## src/hdl/pdmse_pkg.sv

```systemverilog
`timescale 1ns / 1ps

package pdmse_pkg;

   localparam int PCM_W = 16;
   localparam int WORD_W = 32;
   localparam int RES_W = 17;   // sample - mid-scale, signed
   localparam int ADJ_W = 18;   // res +/- mid-scale, signed
   localparam int INTEG_W = 32;
   localparam int LOW_W = 17;   // bits of the second integrator kept by the feedback mask
   localparam int QUEUE_DEPTH = 2;

   localparam logic [PCM_W-1:0] MID_SCALE = 16'd32767;
   localparam logic [INTEG_W-1:0] MID_SCALE_W = 32'd32767;

   typedef logic signed [RES_W-1:0] res_type;
   typedef logic signed [ADJ_W-1:0] adj_type;

   // One classified request on its way from front to back
   typedef struct packed {
      logic valid;
      res_type res;
   } queue_entry_type;

   typedef struct packed {
      logic full;
      logic empty;
   } queue_stat_type;

   typedef struct packed {
      logic busy;
      logic fin;
   } back_stat_type;

endpackage

```

## src/hdl/pdmse_queue.sv

```systemverilog
`timescale 1ns / 1ps

module pdmse_queue import pdmse_pkg::*; (
   input logic clock,
   input logic reset,
   input queue_entry_type push,
   input logic pop,
   output queue_entry_type head,
   output queue_stat_type q_stat
);

   localparam int PTR_W = (QUEUE_DEPTH > 1) ? $clog2(QUEUE_DEPTH) : 1;
   localparam int CNT_W = $clog2(QUEUE_DEPTH + 1);

   res_type store_ff [QUEUE_DEPTH];
   logic [PTR_W-1:0] wr_ptr_ff, wr_ptr_in;
   logic [PTR_W-1:0] rd_ptr_ff, rd_ptr_in;
   logic [CNT_W-1:0] count_ff, count_in;
   logic do_push;
   logic do_pop;

   assign q_stat.full = (count_ff == CNT_W'(QUEUE_DEPTH));
   assign q_stat.empty = (count_ff == '0);
   assign do_push = push.valid && !q_stat.full;
   assign do_pop = pop && !q_stat.empty;

   always_comb begin
      head.valid = !q_stat.empty;
      head.res = store_ff[rd_ptr_ff];
   end

   always_comb begin
      wr_ptr_in = wr_ptr_ff;
      rd_ptr_in = rd_ptr_ff;
      count_in = count_ff;
      if (do_push) begin
         wr_ptr_in = (wr_ptr_ff == PTR_W'(QUEUE_DEPTH - 1)) ? '0 : wr_ptr_ff + 1'b1;
      end
      if (do_pop) begin
         rd_ptr_in = (rd_ptr_ff == PTR_W'(QUEUE_DEPTH - 1)) ? '0 : rd_ptr_ff + 1'b1;
      end
      if (do_push && !do_pop) begin
         count_in = count_ff + 1'b1;
      end else if (do_pop && !do_push) begin
         count_in = count_ff - 1'b1;
      end
   end

   always_ff @(posedge clock) begin
      if (reset) begin
         wr_ptr_ff <= '0;
         rd_ptr_ff <= '0;
         count_ff <= '0;
      end else begin
         wr_ptr_ff <= wr_ptr_in;
         rd_ptr_ff <= rd_ptr_in;
         count_ff <= count_in;
      end
   end

   always_ff @(posedge clock) begin
      if (do_push) begin
         store_ff[wr_ptr_ff] <= push.res;
      end
   end

endmodule

```

## config.mk

```make
export PLATFORM = sky130hd
export DESIGN_NAME = pdmse_queue
export DESIGN_NICKNAME = d
export VERILOG_FILES = /design/src/hdl/pdmse_pkg.sv /design/src/hdl/pdmse_queue.sv
export SDC_FILE = /design/constraint.sdc
export NUM_CORES = 1
export LEC_CHECK = 0
export BUFFER_PORTS_ARGS = -buffer_cell sky130_fd_sc_hd__buf_2
export CORE_UTILIZATION = 50
export CTS_CLUSTER_DIAMETER = 80
export DETAILED_ROUTE_END_ITERATION = 8
export PLACE_DENSITY = 0.77
export REMOVE_ABC_BUFFERS = 1
export SETUP_SLACK_MARGIN = 0.2
export SKIP_CTS_REPAIR_TIMING = 1
export SLEW_MARGIN = 15
export SYNTH_ARGS = -nofsm -noshare
export SYNTH_HDL_FRONTEND = slang
export SYNTH_SLANG_ARGS = --single-unit
```

## constraint.sdc

```tcl
create_clock -name clock -period 3.04 [get_ports clock]
set_input_delay 0.152 -clock clock [delete_from_list [all_inputs] [get_ports clock]]
set_output_delay 0.152 -clock clock [all_outputs]
set_load 0.02 [all_outputs]
```

Yosys cells after proc, flatten, opt, wreduce, memory -nomap -nowiden
Memories as Yosys holds them, arrays and structs flattened. A register that Yosys moved wholly into a read port is not among the register bits.
Cells that the tools add are included.
- output and inout bits: 20
- memory bits (writable): 34
- register bits: 4
- ROM bits: 0
- memories: 1
- logic and storage cells: 27
- bits in latches: 0
- memories (memory ; words ; width ; rd ports ; clocked after Yosys merged registers in ; wr ports ; RTL line ; RTL):
    store_ff ; 2 ; 17 ; 1 ; 1 ; 1 ; pdmse_queue.sv:15 ; res_type store_ff [QUEUE_DEPTH];
- shift operators: 0
- equality and inequality tests: 1
- reductions and logical operators: 10
- add/subtract/negate cells: 4
- muxes and demuxes: 8
- multiply operators: 0
- bitwise gates (word level): 0
- order comparisons: 0
- divide/modulo/power cells: 0
- operators with widths (cell ; count):
    1-bit 2-to-1 mux ; 6
    1-bit logical AND ; 4
    1-bit logical NOT ; 4
    2-bit 2-to-1 mux ; 2
    1-bit adder (second input constant) ; 2
    2-bit by 1-bit adder with 2-bit output (second input constant) ; 1
    2-bit == test (second input constant) ; 1
    2-bit logical NOT ; 1
    2-bit nonzero test ; 1
    2-bit by 1-bit subtractor with 2-bit output (second input constant) ; 1

Depth between registers and ports, before layout
Gate-level depths: netlist (run 1).
- word-level depth: 7
- depth in mapped cells: 6
- gate-level depth less buffers: 6

Worst setup path before layout (run 1)
Ideal clock, no wire load.
- path type: register to register
- from: register count_ff[1]
- to: register count_ff[1]
- path slack: 1.465 ns
- stages on the path, launching flop included: 6
- arrival: 1.505 ns
- buffers on the path: 0
- cell sequence: dfxtp_1 -> nor2b_2 -> nor2_1 -> ha_1 -> or3_1 -> a21oi_1
- RTL lines (what ; RTL line ; RTL):
    start, declared ; pdmse_queue.sv:18 ; logic [CNT_W-1:0] count_ff, count_in;
    start signal, assigned ; pdmse_queue.sv:57 ; count_ff <= count_in;

==> impl_results.md, run 1 <==
* Pin count of the biggest net entering global routing at 18
* Initial Utilization at between 50% and 60%
* Power Dens Cells at 797 mW/mm²
* Final period util at 61.6%
* Routed wirelength normalized by instance count at 13.5 µm
* Total power after layout at about 0.0015 W
* Sequential cell area fraction in the yosys report at between 70% and 80%
* Via count at 857
* Total negative slack for setup checks at 0 ns
* Synth warnings at 0
* Number of hold violations in the final report at 0
* Type of the setup path with the least slack: flip-flop to output port
* Grt total ovfl at 0
* Clock tree from TritonCTS: built
* Slowest cell on the critical path: sky130_fd_sc_hd__dfxtp_1
* Number of iterations in the first detailed-routing pass at 4
* Vertical die dimension at about 56 µm
* Relative contribution of combinational cells to total power at 30.8%
* Proportion of total power due to net switching at 31.1%
* Detailed Route Iter0 Violations at 7
* Diode insertion count for antenna repair at 0
* Insertion delay to the later sink of the worst-skew pair at approximately 0.34 ns
* Setup crit start kind: flip-flop
* Global Route Usage Sum at between 15 and 20%
* Layout-stage area growth over the synthesis result at 32.6%
* Pint at 0.00105 W
* Antenna viol nets, final at 0
* Total Wirelength at 2.33 mm
* Fraction of power consumed by the clock network at 21.2%
* I/O pins at between 40 and 50
* Final weighted congestion in routability-driven placement at around 0.67
* Cell count after synthesis at just under 80
* Share of cells above drive strength 1 at 46.5%
* VDD IR-drop max at 0.665 mV
* Mean instance size in the synthesized netlist at 18.3 µm²
* Max-slew headroom at 46.1%
* Cells along the critical path: mux2_2, buf_2
* Worst setup margin at ~1.2 ns
* Capturing element type of the critical path: output port
* Skew final at 0.0107 ns
* Status: complete, no violations
* Transition time at the pin with the least slew margin at approximately 0.81 ns
* Number of H-tree levels at 2
* Crit-path max cell delay at around 0.81 ns
* Worst Hold Slack at 0.0282 ns
* Non-Filler Cell Area, Final at 0.00192 mm²
* DRC viols at 0
* Standard cell area after detailed placement at ~0.0017 mm²
* TritonCTS Buffers at 5
* RSZ-0062 raised after global routing: false
* Yosys reg bits at 39
* Number of setup violations in the final report at 0
* Slew Limit Fails at 0
* Min cycle time layout at 1.87 ns
* Most used cells in the layout excluding fill and tap cells: sky130_fd_sc_hd__buf_2, sky130_fd_sc_hd__edfxtp_1, sky130_fd_sc_hd__mux2_2, sky130_fd_sc_hd__dlygate4sd3_1
* Commonest non-fill, non-tap cell in the layout: sky130_fd_sc_hd__buf_2
* Total routed wire length on the met1 layer at ~850 µm
* WL met2 at 1.24 mm
* Vias per Instance at just under 5
* Wire length of the first global-routing pass at ~3.4 mm
* HPWL reported at the end of detailed placement at ~1.4 mm
* Met3 wirelength from detailed routing at 131 µm
* Number of placement rows at 19
* Register share of total power at roughly 48%
* Total Die Area at between 0.003 and 0.004 mm²
* Overall die width at between 50 and 60 µm
* Syn Std Cell Area at 0.00145 mm²
* Clock net sink count at 39
* Max-cap violations at 0
* Critical Path RT at 2.89 ns
* Crit Path Max Fanout at 17
* Via count of the first global-routing pass at about 830
* Clock transition at the register clock pins on the worst setup and hold paths after CTS at 0.10 ns
* Number of buffer cells added on primary ports at 40
* Psw at 0.000477 W
* Maximum buffer depth of the clock tree at 2
* Cell leakage power at 0.759 nW
* Root Buffer: sky130_fd_sc_hd__clkbuf_4
* Distinct cells, synth at 15
* Std-Cell Core Area at 0.00276 mm²
* Uppermost signal routing layer after detailed routing: met4
* Hold crit path type: primary input to flip-flop
* Minimum setup slack after placement at approximately 1.3 ns
* Antenna violations before repair at 0
* Total Nets Final at 163
* Data arrival time of the worst path at 1.72 ns
* FMAX at 534 MHz
[critical path: cells and delay by family, from the launching register on]
| kind | cells | cell delay (ns) |
|---|---|---|
| buffers and inverters | 1 | 0.16 |
| muxes | 1 | 0.41 |
| DFF | 1 | 0.81 |
[cell type report]
cell class,count,area (µm²)
Sequential cell,39,1120
Timing Repair Buffer,57,370
Clock inverter,3,38.8
Multi-Input combinational cell,35,304
Fill cell,207,836
Tap cell,31,38.8
Clock buffer,5,37.5
Inverter,3,11.3
[stage by stage]
| stage | cells | utilization, % |
|---|---|---|
| after floorplan | 77 | - |
| after global placement | 148 | 60.8 |
| after detailed placement | 148 | 60.8 |
| after CTS | 156 | 63.5 |
| after global routing | 173 | 69.7 |
| final | 173 | 69.7 |
[per-layer routing]
layer / track usage (%) / up-vias
met5: 0 / -
met1: 14.5 / 393
li1: - / 419
met3: 5.58 / 12
met4: 9.41 / 0
met2: 27.7 / 33
[registers in the layout, indices dropped and copies added (netlist names), named ones only]
register and cells:
count_ff 2, rd_ptr_ff 1, store_ff 34, wr_ptr_ff 1
[power by group through the flow]
stage	Combinational (W)	Clock, W	Sequential, W
final	0.000472	0.000324	0.000735
after global routing	0.000511	0.000358	0.000748
after CTS	0.000462	0.000334	0.000738
after detailed placement	0.000459	0	0.000751
after global placement	0.000450	0	0.000744
after floorplan	0.000329	0	0.000731
[synth_stat cells, drive strengths merged]
cell | count | area share, %
edfxtp | 34 | 70
mux2 | 17 | 13
dfxtp | 5 | 6.9
nor2 | 4 | 1.0
inv | 3 | 0.78
o21ai | 3 | 1.0
xor2 | 3 | 1.8
a21oi | 2 | 0.69
buf | 2 | 0.86
or3 | 2 | 0.86
and2 | 1 | 0.43
ha | 1 | 0.86
nor2b | 1 | 0.60
or2 | 1 | 0.43
[path summary, 6_finish.rpt]
check                                               from                  endpoint  slack, ns  cells after the start
worst max register to register  count_ff[1]$_SDFFE_PP0P_  store_ff[0][9]$_DFFE_PP_       1.31                      3
worst min register to register    wr_ptr_ff$_SDFFE_PP0P_    wr_ptr_ff$_SDFFE_PP0P_       0.49                      2
worst min-delay path                               reset    wr_ptr_ff$_SDFFE_PP0P_       0.03                      2
worst max-delay path                           flip-flop                  head[16]       1.17                      2
[logic make-up after synthesis]
kind of cell	Yosys count	synth area share [%]
DFF	39	77.4
muxes	17	13.2
and+or+nand+nor	9	3.37
AOI/OAI and AO/OA	5	1.73
buffers and inverters	5	1.64
xor gates and xnor gates	3	1.81
adders and majority gates	1	0.863
Power figures use the tool's default switching activity.
==> run 2: changes to the inputs <==
Settings changed: CORE_UTILIZATION 50 to 45, PLACE_DENSITY 0.77 to 0.73.
Clock period 3.04 ns to 1.5 ns, I/O delays scaled along.
==> run 2 against run 1 <==
  * First-iteration DRC count increased by 110%
  * Design area rose by 10%
  * Sequential power rose by 99%
  * Via count up 5.6%
  * Combinational power grew to 2.9 times the previous value
  * Wire length up 8.2%
  * Flip-flop and latch count did not move
  * Core utilization shrank 0.14 points
  * Clock skew down 0.0030 ns
==> impl_results.md, run 2 (synthesis gave the netlist of run 1 again) <==
* Status: complete, no violations (unchanged)
* Layout-stage area growth over the synthesis result at 46.5% (was 32.6%)
* Met1 global-route usage at 16.4% (was 14.5%)
* Antenna violations before repair at 0 (unchanged)
* Share of cells above drive strength 1 at 54.5% (was 46.5%)
* TritonCTS Buffers at 5 (unchanged)
* Global Route Usage Sum at 13.6% (was 15.3%)
* Number of buffer cells added on primary ports at 40 (unchanged)
* RSZ-0062 raised after global routing: true (was false)
* Top reg by flops: store_ff (unchanged)
* Crit Path Max Fanout at 5 (was 17)
* Number of placement rows at 20 (was 19)
* Final standard cell utilization of the core at 69.5% (was 69.7%)
* Clock tree from TritonCTS: built (unchanged)
* Number of H-tree levels at 2 (unchanged)
* Type of the setup path with the least slack: flip-flop to flip-flop (was flip-flop to output port)
* Total Wirelength at 2.52 mm (was 2.33 mm)
* Min cycle time layout at 1.47 ns
* Met3 GRT Util at 5.05% (was 5.58%)
* Max-slew headroom at 80.0% (was 46.1%)
* Placed Cells incl. Taps at 168 (was 148)
* Clock net sink count at 39 (unchanged)
* Worst R2R Start: count_ff[0]$_SDFFE_PP0P_ (was count_ff[1]$_SDFFE_PP0P_)
* Grt total ovfl at 0 (unchanged)
* Cell leakage power at 0.847 nW (was 0.759 nW)
* Number of hold violations in the final report at 0 (unchanged)
* Filler cells at 235 (was 207)
* FMAX at 679 MHz
* Area occupied by multi-input gates at 338 µm² (was 304 µm²)
* Min-Delay Startpoint: push[17] (was reset)
* Number of setup violations in the final report at 0 (unchanged)
* Wire length of the first global-routing pass at 3.28 mm (was 3.38 mm)
* Critical Path Start: count_ff[0]$_SDFFE_PP0P_
* Pin count of the biggest net entering global routing at 15 (was 18)
* Final period util at 98.2%
* Skew final at 0.00769 ns (was 0.0107 ns)
* Largest register FFs at 34 (unchanged)
* Routed wirelength normalized by instance count at 12.7 µm (was 13.5 µm)
* HPWL reported at the end of detailed placement at 1.51 mm (was 1.44 mm)
* Total Nets Final at 175 (was 163)
* Commonest non-fill, non-tap cell in the layout: sky130_fd_sc_hd__buf_2 (unchanged)
* I/O pins at 41 (unchanged)
* Number of standard cells in the final layout excluding fillers at 198 (was 173)
* Slew Limit Fails at 0 (unchanged)
* Std-Cell Core Area at 0.00305 mm² (was 0.00276 mm²)
* Largest registers ranked by flip-flop count: store_ff: 34 flops, count_ff: 2 flops (unchanged)
* Power Dens Cells at 1640 mW/mm² (was 797 mW/mm²)
* Setup crit start kind: flip-flop (unchanged)
* Clock transition at the register clock pins on the worst setup and hold paths after CTS at 0.11 ns (was 0.10 ns)
* Critical Path RT at 1.77 ns (was 2.89 ns)
* Diode insertion count for antenna repair at 0 (unchanged)
* Reg2reg path depth at 4 (was 3)
* Antenna viol nets, final at 0 (unchanged)
* Number of iterations in the first detailed-routing pass at 3 (was 4)
* Vertical die dimension at 58.7 µm (was 55.8 µm)
* Most used cells in the layout excluding fill and tap cells: sky130_fd_sc_hd__buf_2, sky130_fd_sc_hd__edfxtp_1, sky130_fd_sc_hd__dlygate4sd3_1 (was sky130_fd_sc_hd__buf_2, sky130_fd_sc_hd__edfxtp_1, sky130_fd_sc_hd__mux2_2, sky130_fd_sc_hd__dlygate4sd3_1)
* Final weighted congestion in routability-driven placement at 0.625 (was 0.671)
* Initial Utilization at 47.5% (was 52.5%)
* Internal reg-to-reg setup slack at 0.03 ns (was 1.31 ns)
* Register area at 0.00113 mm² (was 0.00112 mm²)
* Grt met2 use at 20.8% (was 27.7%)
* VDD IR-drop max at 1.19 mV (was 0.665 mV)
* Transition time at the pin with the least slew margin at 0.299 ns (was 0.808 ns)
* Max-cap violations at 0 (unchanged)
* Busiest metal layer after global routing: met2 (unchanged)
* Hold crit path type: primary input to flip-flop (unchanged)
* Data arrival time of the worst path at 1.74 ns (was 1.72 ns)
* Overall die width at 58.7 µm (was 55.8 µm)
* DRC viols at 0 (unchanged)
* Total Die Area at 0.00345 mm² (was 0.00312 mm²)
* Vias per Instance at 4.57 (was 4.95)
* Maximum buffer depth of the clock tree at 2 (unchanged)
* Insertion delay to the later sink of the worst-skew pair at 0.34 ns (about the same)
* Destination of the worst hold path: wr_ptr_ff$_SDFFE_PP0P_ (unchanged)
* Detailed Route Iter0 Violations at 15 (was 7)
* Number of cells on the worst hold path at 4 (was 2)
* Capturing point of the worst reg2reg path: count_ff[1]$_SDFFE_PP0P_ (was store_ff[0][9]$_DFFE_PP_)
* Via count at 905 (was 857)
* Root Buffer: sky130_fd_sc_hd__clkbuf_4 (unchanged)
* Capturing element type of the critical path: flip-flop (was output port)
* Via count of the first global-routing pass at 757 (was 826)
-- run 2: cell types whose count changed in the layout (fill, tap and decap cells not counted), moves of 3 or more --
cell,before,now
sky130_fd_sc_hd__buf_6,0,8
sky130_fd_sc_hd__mux2_2,17,14
sky130_fd_sc_hd__mux2_4,0,3
sky130_fd_sc_hd__buf_4,0,6
sky130_fd_sc_hd__dfxtp_1,5,2
sky130_fd_sc_hd__buf_2,40,36
-- run 2: worst max-delay path by stage --
| stage | to | slack, ns | cells after the start |
|---|---|---|---|
| after floorplan | count_ff[1]$_SDFFE_PP0P_ | -0.07 | 5 |
| after global placement | count_ff[1]$_SDFFE_PP0P_ | 0.07 | 5 |
| after detailed placement | count_ff[1]$_SDFFE_PP0P_ | -0.04 | 5 |
| after CTS | head[2] | -0.08 | 3 |
| after global routing | count_ff[1]$_SDFFE_PP0P_ | -0.03 | 6 |
| final | count_ff[1]$_SDFFE_PP0P_ | 0.03 | 4 |
-- run 2: routing by layer --
layer | part of all wire, % | vias up
met5 | 0 | -
li1 | - | 445
met3 | 5.7 | 5
met4 | 2.3 | 0
met1 | 42 | 422
met2 | 50 | 33
-- run 2: per-stage QoR --
step           hold slack, ns  setup TNS [ns]  setup slack [ns]  area (µm²)  total power (W)
2_1_floorplan           0.144           -1.18           -0.0745        1440          0.00215
5_1_grt                 0.174         -0.0278           -0.0278        2120          0.00365
6_report                0.151               0            0.0276        2120          0.00348
3_3_place_gp            0.263               0            0.0717        1760          0.00252
4_1_cts                -0.107          -0.945           -0.0795        1830          0.00322
3_5_place_dp            0.268         -0.0369           -0.0369        1760          0.00255
-- run 2: critical path, cell delays in order (launching register included) --
cell and delay [ns]:
sky130_fd_sc_hd__dfxtp_2 0.38, sky130_fd_sc_hd__o21ai_1 0.27, sky130_fd_sc_hd__ha_4 0.26, sky130_fd_sc_hd__or3_1 0.35, sky130_fd_sc_hd__a21oi_1 0.14
-- run 2: area by class of cell --
cell class | count | share of cell area [%]
clock buffers | 5 | 1.77
clock inverters | 3 | 1.83
well taps | 44 | 2.59
multi-input cells | 35 | 15.9
flip-flops and latches | 39 | 53.1
repair buffers | 69 | 24.3
inverters | 3 | 0.530
-- run 2: power by group --
part           internal [W]  switching (W)  total, W  leakage (nW)
sequential          0.00138      0.0000783   0.00146         0.360
clock              0.000343       0.000324  0.000667        0.0426
combinational      0.000688       0.000667   0.00136         0.444
total               0.00241        0.00107   0.00348         0.847
==> run 3: changes to the inputs <==
Settings changed: ABC_AREA from default to 1, CORE_UTILIZATION 45 to 46, PLACE_DENSITY 0.73 to 0.74.
==> run 3 against run 2 <==
  * Clock-buffer cell count unchanged
  * Non-clock buffer count decreased by 5
  * Sequential power about the same
  * Register-to-register slack improved by 0.12 ns
  * Critical endpoint is now head[7]
  * Highest routed layer unchanged
==> impl_results.md, run 3 <==
* Detailed Route Iter0 Violations at 23 (was 15)
* Clock transition at the register clock pins on the worst setup and hold paths after CTS at 0.10 ns (was 0.11 ns)
* Root Buffer: sky130_fd_sc_hd__clkbuf_4 (unchanged)
* Async set-reset flop share out of synthesis at 0% (unchanged)
* Leading cell types by count after synthesis: sky130_fd_sc_hd__edfxtp_1, sky130_fd_sc_hd__mux2_4, sky130_fd_sc_hd__inv_1, sky130_fd_sc_hd__nor2_1, sky130_fd_sc_hd__mux2_2 (was sky130_fd_sc_hd__edfxtp_1, sky130_fd_sc_hd__mux2_2, sky130_fd_sc_hd__dfxtp_1)
* Grt total ovfl at 0 (unchanged)
* Leading cell type by number of instances after synthesis: sky130_fd_sc_hd__edfxtp_1 (unchanged)
* Pin count of the biggest net entering global routing at 13 (was 15)
* Critical Path RT at 1.42 ns (was 1.77 ns)
* Cells along the critical path: clkbuf_16, mux2_4, buf_6 (was o21ai_1, ha_4, or3_1, a21oi_1)
* DRC viols at 0 (unchanged)
* Diode insertion count for antenna repair at 0 (unchanged)
* Largest area contributor in the netlist: sky130_fd_sc_hd__edfxtp_1 (unchanged)
* Slowest cell on the critical path: sky130_fd_sc_hd__dfxtp_4 (was sky130_fd_sc_hd__dfxtp_2)
* Cell count after synthesis at 91 (was 79)
* Final weighted congestion in routability-driven placement at 0.609 (was 0.625)
* Destination of the worst hold path: count_ff[1]$_SDFFE_PP0P_ (was wr_ptr_ff$_SDFFE_PP0P_)
* Status: complete, no violations (unchanged)
* Hold crit path type: primary input to flip-flop (unchanged)
* Largest register FFs at 34 (unchanged)
* Filler cells at 209 (was 235)
* Post-synth EDFFs at 34 (unchanged)
* Setup crit start kind: flip-flop (unchanged)
* Maximum buffer depth of the clock tree at 2 (unchanged)
* Min cycle time layout at 1.39 ns (was 1.47 ns)
* Final period util at 92.6% (was 98.2%)
* Initial Utilization at 49.3% (was 47.5%)
* Crit Path Max Fanout at 6 (was 5)
* Crit-path max cell delay at 0.39 ns (was 0.38 ns)
* Type of the setup path with the least slack: flip-flop to output port (was flip-flop to flip-flop)
* Via count of the first global-routing pass at 845 (was 757)
* FMAX at 720 MHz (was 679 MHz)
* Internal reg-to-reg setup slack at 0.15 ns (was 0.03 ns)
* Number of setup violations in the final report at 0 (unchanged)
* VDD IR-drop max at 0.952 mV (was 1.19 mV)
* RSZ-0062 raised after global routing: true (unchanged)
* Max-cap violations at 0 (unchanged)
* Slew Limit Fails at 0 (unchanged)
* Synth warnings at 0 (unchanged)
* Number of cells on the worst hold path at 4 (unchanged)
* Global Route Usage Sum at 14.3% (was 13.6%)
* HPWL reported at the end of detailed placement at 1.69 mm (was 1.51 mm)
* Largest registers ranked by flip-flop count: store_ff: 34 flops, count_ff: 2 flops (unchanged)
* Data arrival time of the worst path at 1.31 ns (was 1.74 ns)
* Clock net sink count at 39 (unchanged)
* Yosys top cell area share at 66.8% (was 70.5%)
* Mean instance size in the synthesized netlist at 16.8 µm² (was 18.3 µm²)
* I/O pins at 41 (unchanged)
* Non-Filler Cell Area, Final at 0.00225 mm² (was 0.00212 mm²)
* Total Wirelength at 2.81 mm (was 2.52 mm)
* Total power after layout at 0.00355 W (was 0.00348 W)
* Syn Std Cell Area at 0.00153 mm² (was 0.00145 mm²)
* Number of hold violations in the final report at 0 (unchanged)
* Total negative slack for setup checks at 0 ns (unchanged)
* Reg2reg path depth at 9 (was 4)
* Transition time at the pin with the least slew margin at 0.177 ns (was 0.299 ns)
* Standard cell area after detailed placement at 0.00180 mm² (was 0.00176 mm²)
* Most used cells in the layout excluding fill and tap cells: sky130_fd_sc_hd__edfxtp_1, sky130_fd_sc_hd__buf_2, sky130_fd_sc_hd__buf_6 (was sky130_fd_sc_hd__buf_2, sky130_fd_sc_hd__edfxtp_1, sky130_fd_sc_hd__dlygate4sd3_1)
* Vias per Instance at 4.67 (was 4.57)
* Antenna violations before repair at 0 (unchanged)
* Capturing point of the worst reg2reg path: count_ff[1]$_SDFFE_PP0P_ (unchanged)
* Max-slew headroom at 88.1% (was 80.0%)
* Commonest register cell after synthesis: sky130_fd_sc_hd__edfxtp_1 (unchanged)
* Insertion delay to the later sink of the worst-skew pair at 0.34 ns (about the same)
* Sequential cell area fraction in the yosys report at 73.3% (was 77.4%)
* Capturing element type of the critical path: output port (was flip-flop)
* Total Nets Final at 182 (was 175)
* Wire length of the first global-routing pass at 3.47 mm (was 3.28 mm)
* Number of iterations in the first detailed-routing pass at 4 (was 3)
* Top cells by area, synth: sky130_fd_sc_hd__edfxtp_1, sky130_fd_sc_hd__mux2_4, sky130_fd_sc_hd__dfxtp_1 (was sky130_fd_sc_hd__edfxtp_1, sky130_fd_sc_hd__mux2_2, sky130_fd_sc_hd__dfxtp_1)
* Overall die width at 59.7 µm (was 58.7 µm)
* Routed wirelength normalized by instance count at 13.7 µm (was 12.7 µm)
* Cell leakage power at 0.930 nW (was 0.847 nW)
* Via count at 958 (was 905)
* Number of placement rows at 20 (unchanged)
* Total Die Area at 0.00356 mm² (was 0.00345 mm²)
* Share of cells above drive strength 1 at 50.3% (was 54.5%)
* Skew final at 0.00648 ns (was 0.00769 ns)
* Clock tree from TritonCTS: built (unchanged)
* Yosys reg bits at 39 (unchanged)
* Min-Delay Startpoint: reset (was push[17])
* Worst R2R Start: count_ff[1]$_SDFFE_PP0P_ (was count_ff[0]$_SDFFE_PP0P_)
* Top reg by flops: store_ff (unchanged)
* Layout-stage area growth over the synthesis result at 47.0% (was 46.5%)
* Number of buffer cells added on primary ports at 40 (unchanged)
* Std-Cell Core Area at 0.00310 mm² (was 0.00305 mm²)
* Distinct cells, synth at 15 (unchanged)
* Antenna viol nets, final at 0 (unchanged)
* Number of H-tree levels at 2 (unchanged)
* TritonCTS Buffers at 5 (unchanged)
* Power Dens Cells at 1580 mW/mm² (was 1640 mW/mm²)
* Vertical die dimension at 59.7 µm (was 58.7 µm)
* Commonest non-fill, non-tap cell in the layout: sky130_fd_sc_hd__edfxtp_1 (was sky130_fd_sc_hd__buf_2)
## run 3: cell count changes after synthesis, sizes merged, moves of 2 or more
cell,before,now
nand2,0,6
nand3,0,2
or3,2,0
xor2,3,0
nor2,4,9
inv,3,9
## run 3: final cells by class
type | instances | area (µm²) | area share, %
inverters | 9 | 33.8 | 1.50
multi-input cells | 41 | 397 | 17.7
well taps | 44 | 55.1 | 2.45
clock inverters | 3 | 38.8 | 1.73
clock buffers | 5 | 37.5 | 1.67
repair buffers | 64 | 558 | 24.8
flip-flops and latches | 39 | 1130 | 50.2
## run 3: worst max path at each step
stage | startpoint | endpoint | slack (ns)
2_1_floorplan | count_ff[0]$_SDFFE_PP0P_ | store_ff[1][0]$_DFFE_PP_ | -0.10
5_1_grt | flip-flop | head[7] | 0.07
3_5_place_dp | count_ff[1]$_SDFFE_PP0P_ | count_ff[1]$_SDFFE_PP0P_ | 0.001
6_report | flip-flop | head[7] | 0.11
4_1_cts | flip-flop | head[1] | -0.03
3_3_place_gp | count_ff[1]$_SDFFE_PP0P_ | count_ff[1]$_SDFFE_PP0P_ | 0.16
## run 3: critical path, delay by kind of cell (launching register included)
family                 cells  cell delay, ns
muxes                      1            0.30
buffers and inverters      2            0.29
DFF                        1            0.39
## run 3: cells by family after synthesis
family                     Yosys count  share of synthesized area [%]
AOI/OAI and AO/OA                    5                           1.88
adders and majority gates            1                          0.818
buffers and inverters               11                           4.26
DFF                                 39                           73.3
muxes                               17                           15.0
and+or+nand+nor                     18                           4.75
## run 3: per-stage QoR
step / hold WS (ns) / cells / util, % / worst slack, ns
after floorplan: 0.174 / 89 / - / -0.104
after global placement: 0.263 / 179 / 58.1 / 0.159
after detailed placement: 0.266 / 179 / 58.1 / 0.000956
after CTS: -0.100 / 187 / 60.6 / -0.0313
after global routing: 0.0263 / 205 / 72.4 / 0.0677
final: 0.0232 / 205 / 72.4 / 0.111
## run 3: where the power goes
| group | switching [W] | total (W) | internal [W] |
|---|---|---|---|
| clock network | 0.000314 | 0.000657 | 0.000343 |
| logic | 0.000697 | 0.00142 | 0.000723 |
| registers | 0.0000906 | 0.00148 | 0.00139 |
## run 3: per-layer routing
layer,vias up,share of wire (%),GRT usage [%]
li1,467,-,-
met1,455,38,15.2
met2,29,56,22.7
met3,7,4.4,5.63
met4,0,1.8,11.0
met5,-,0,0
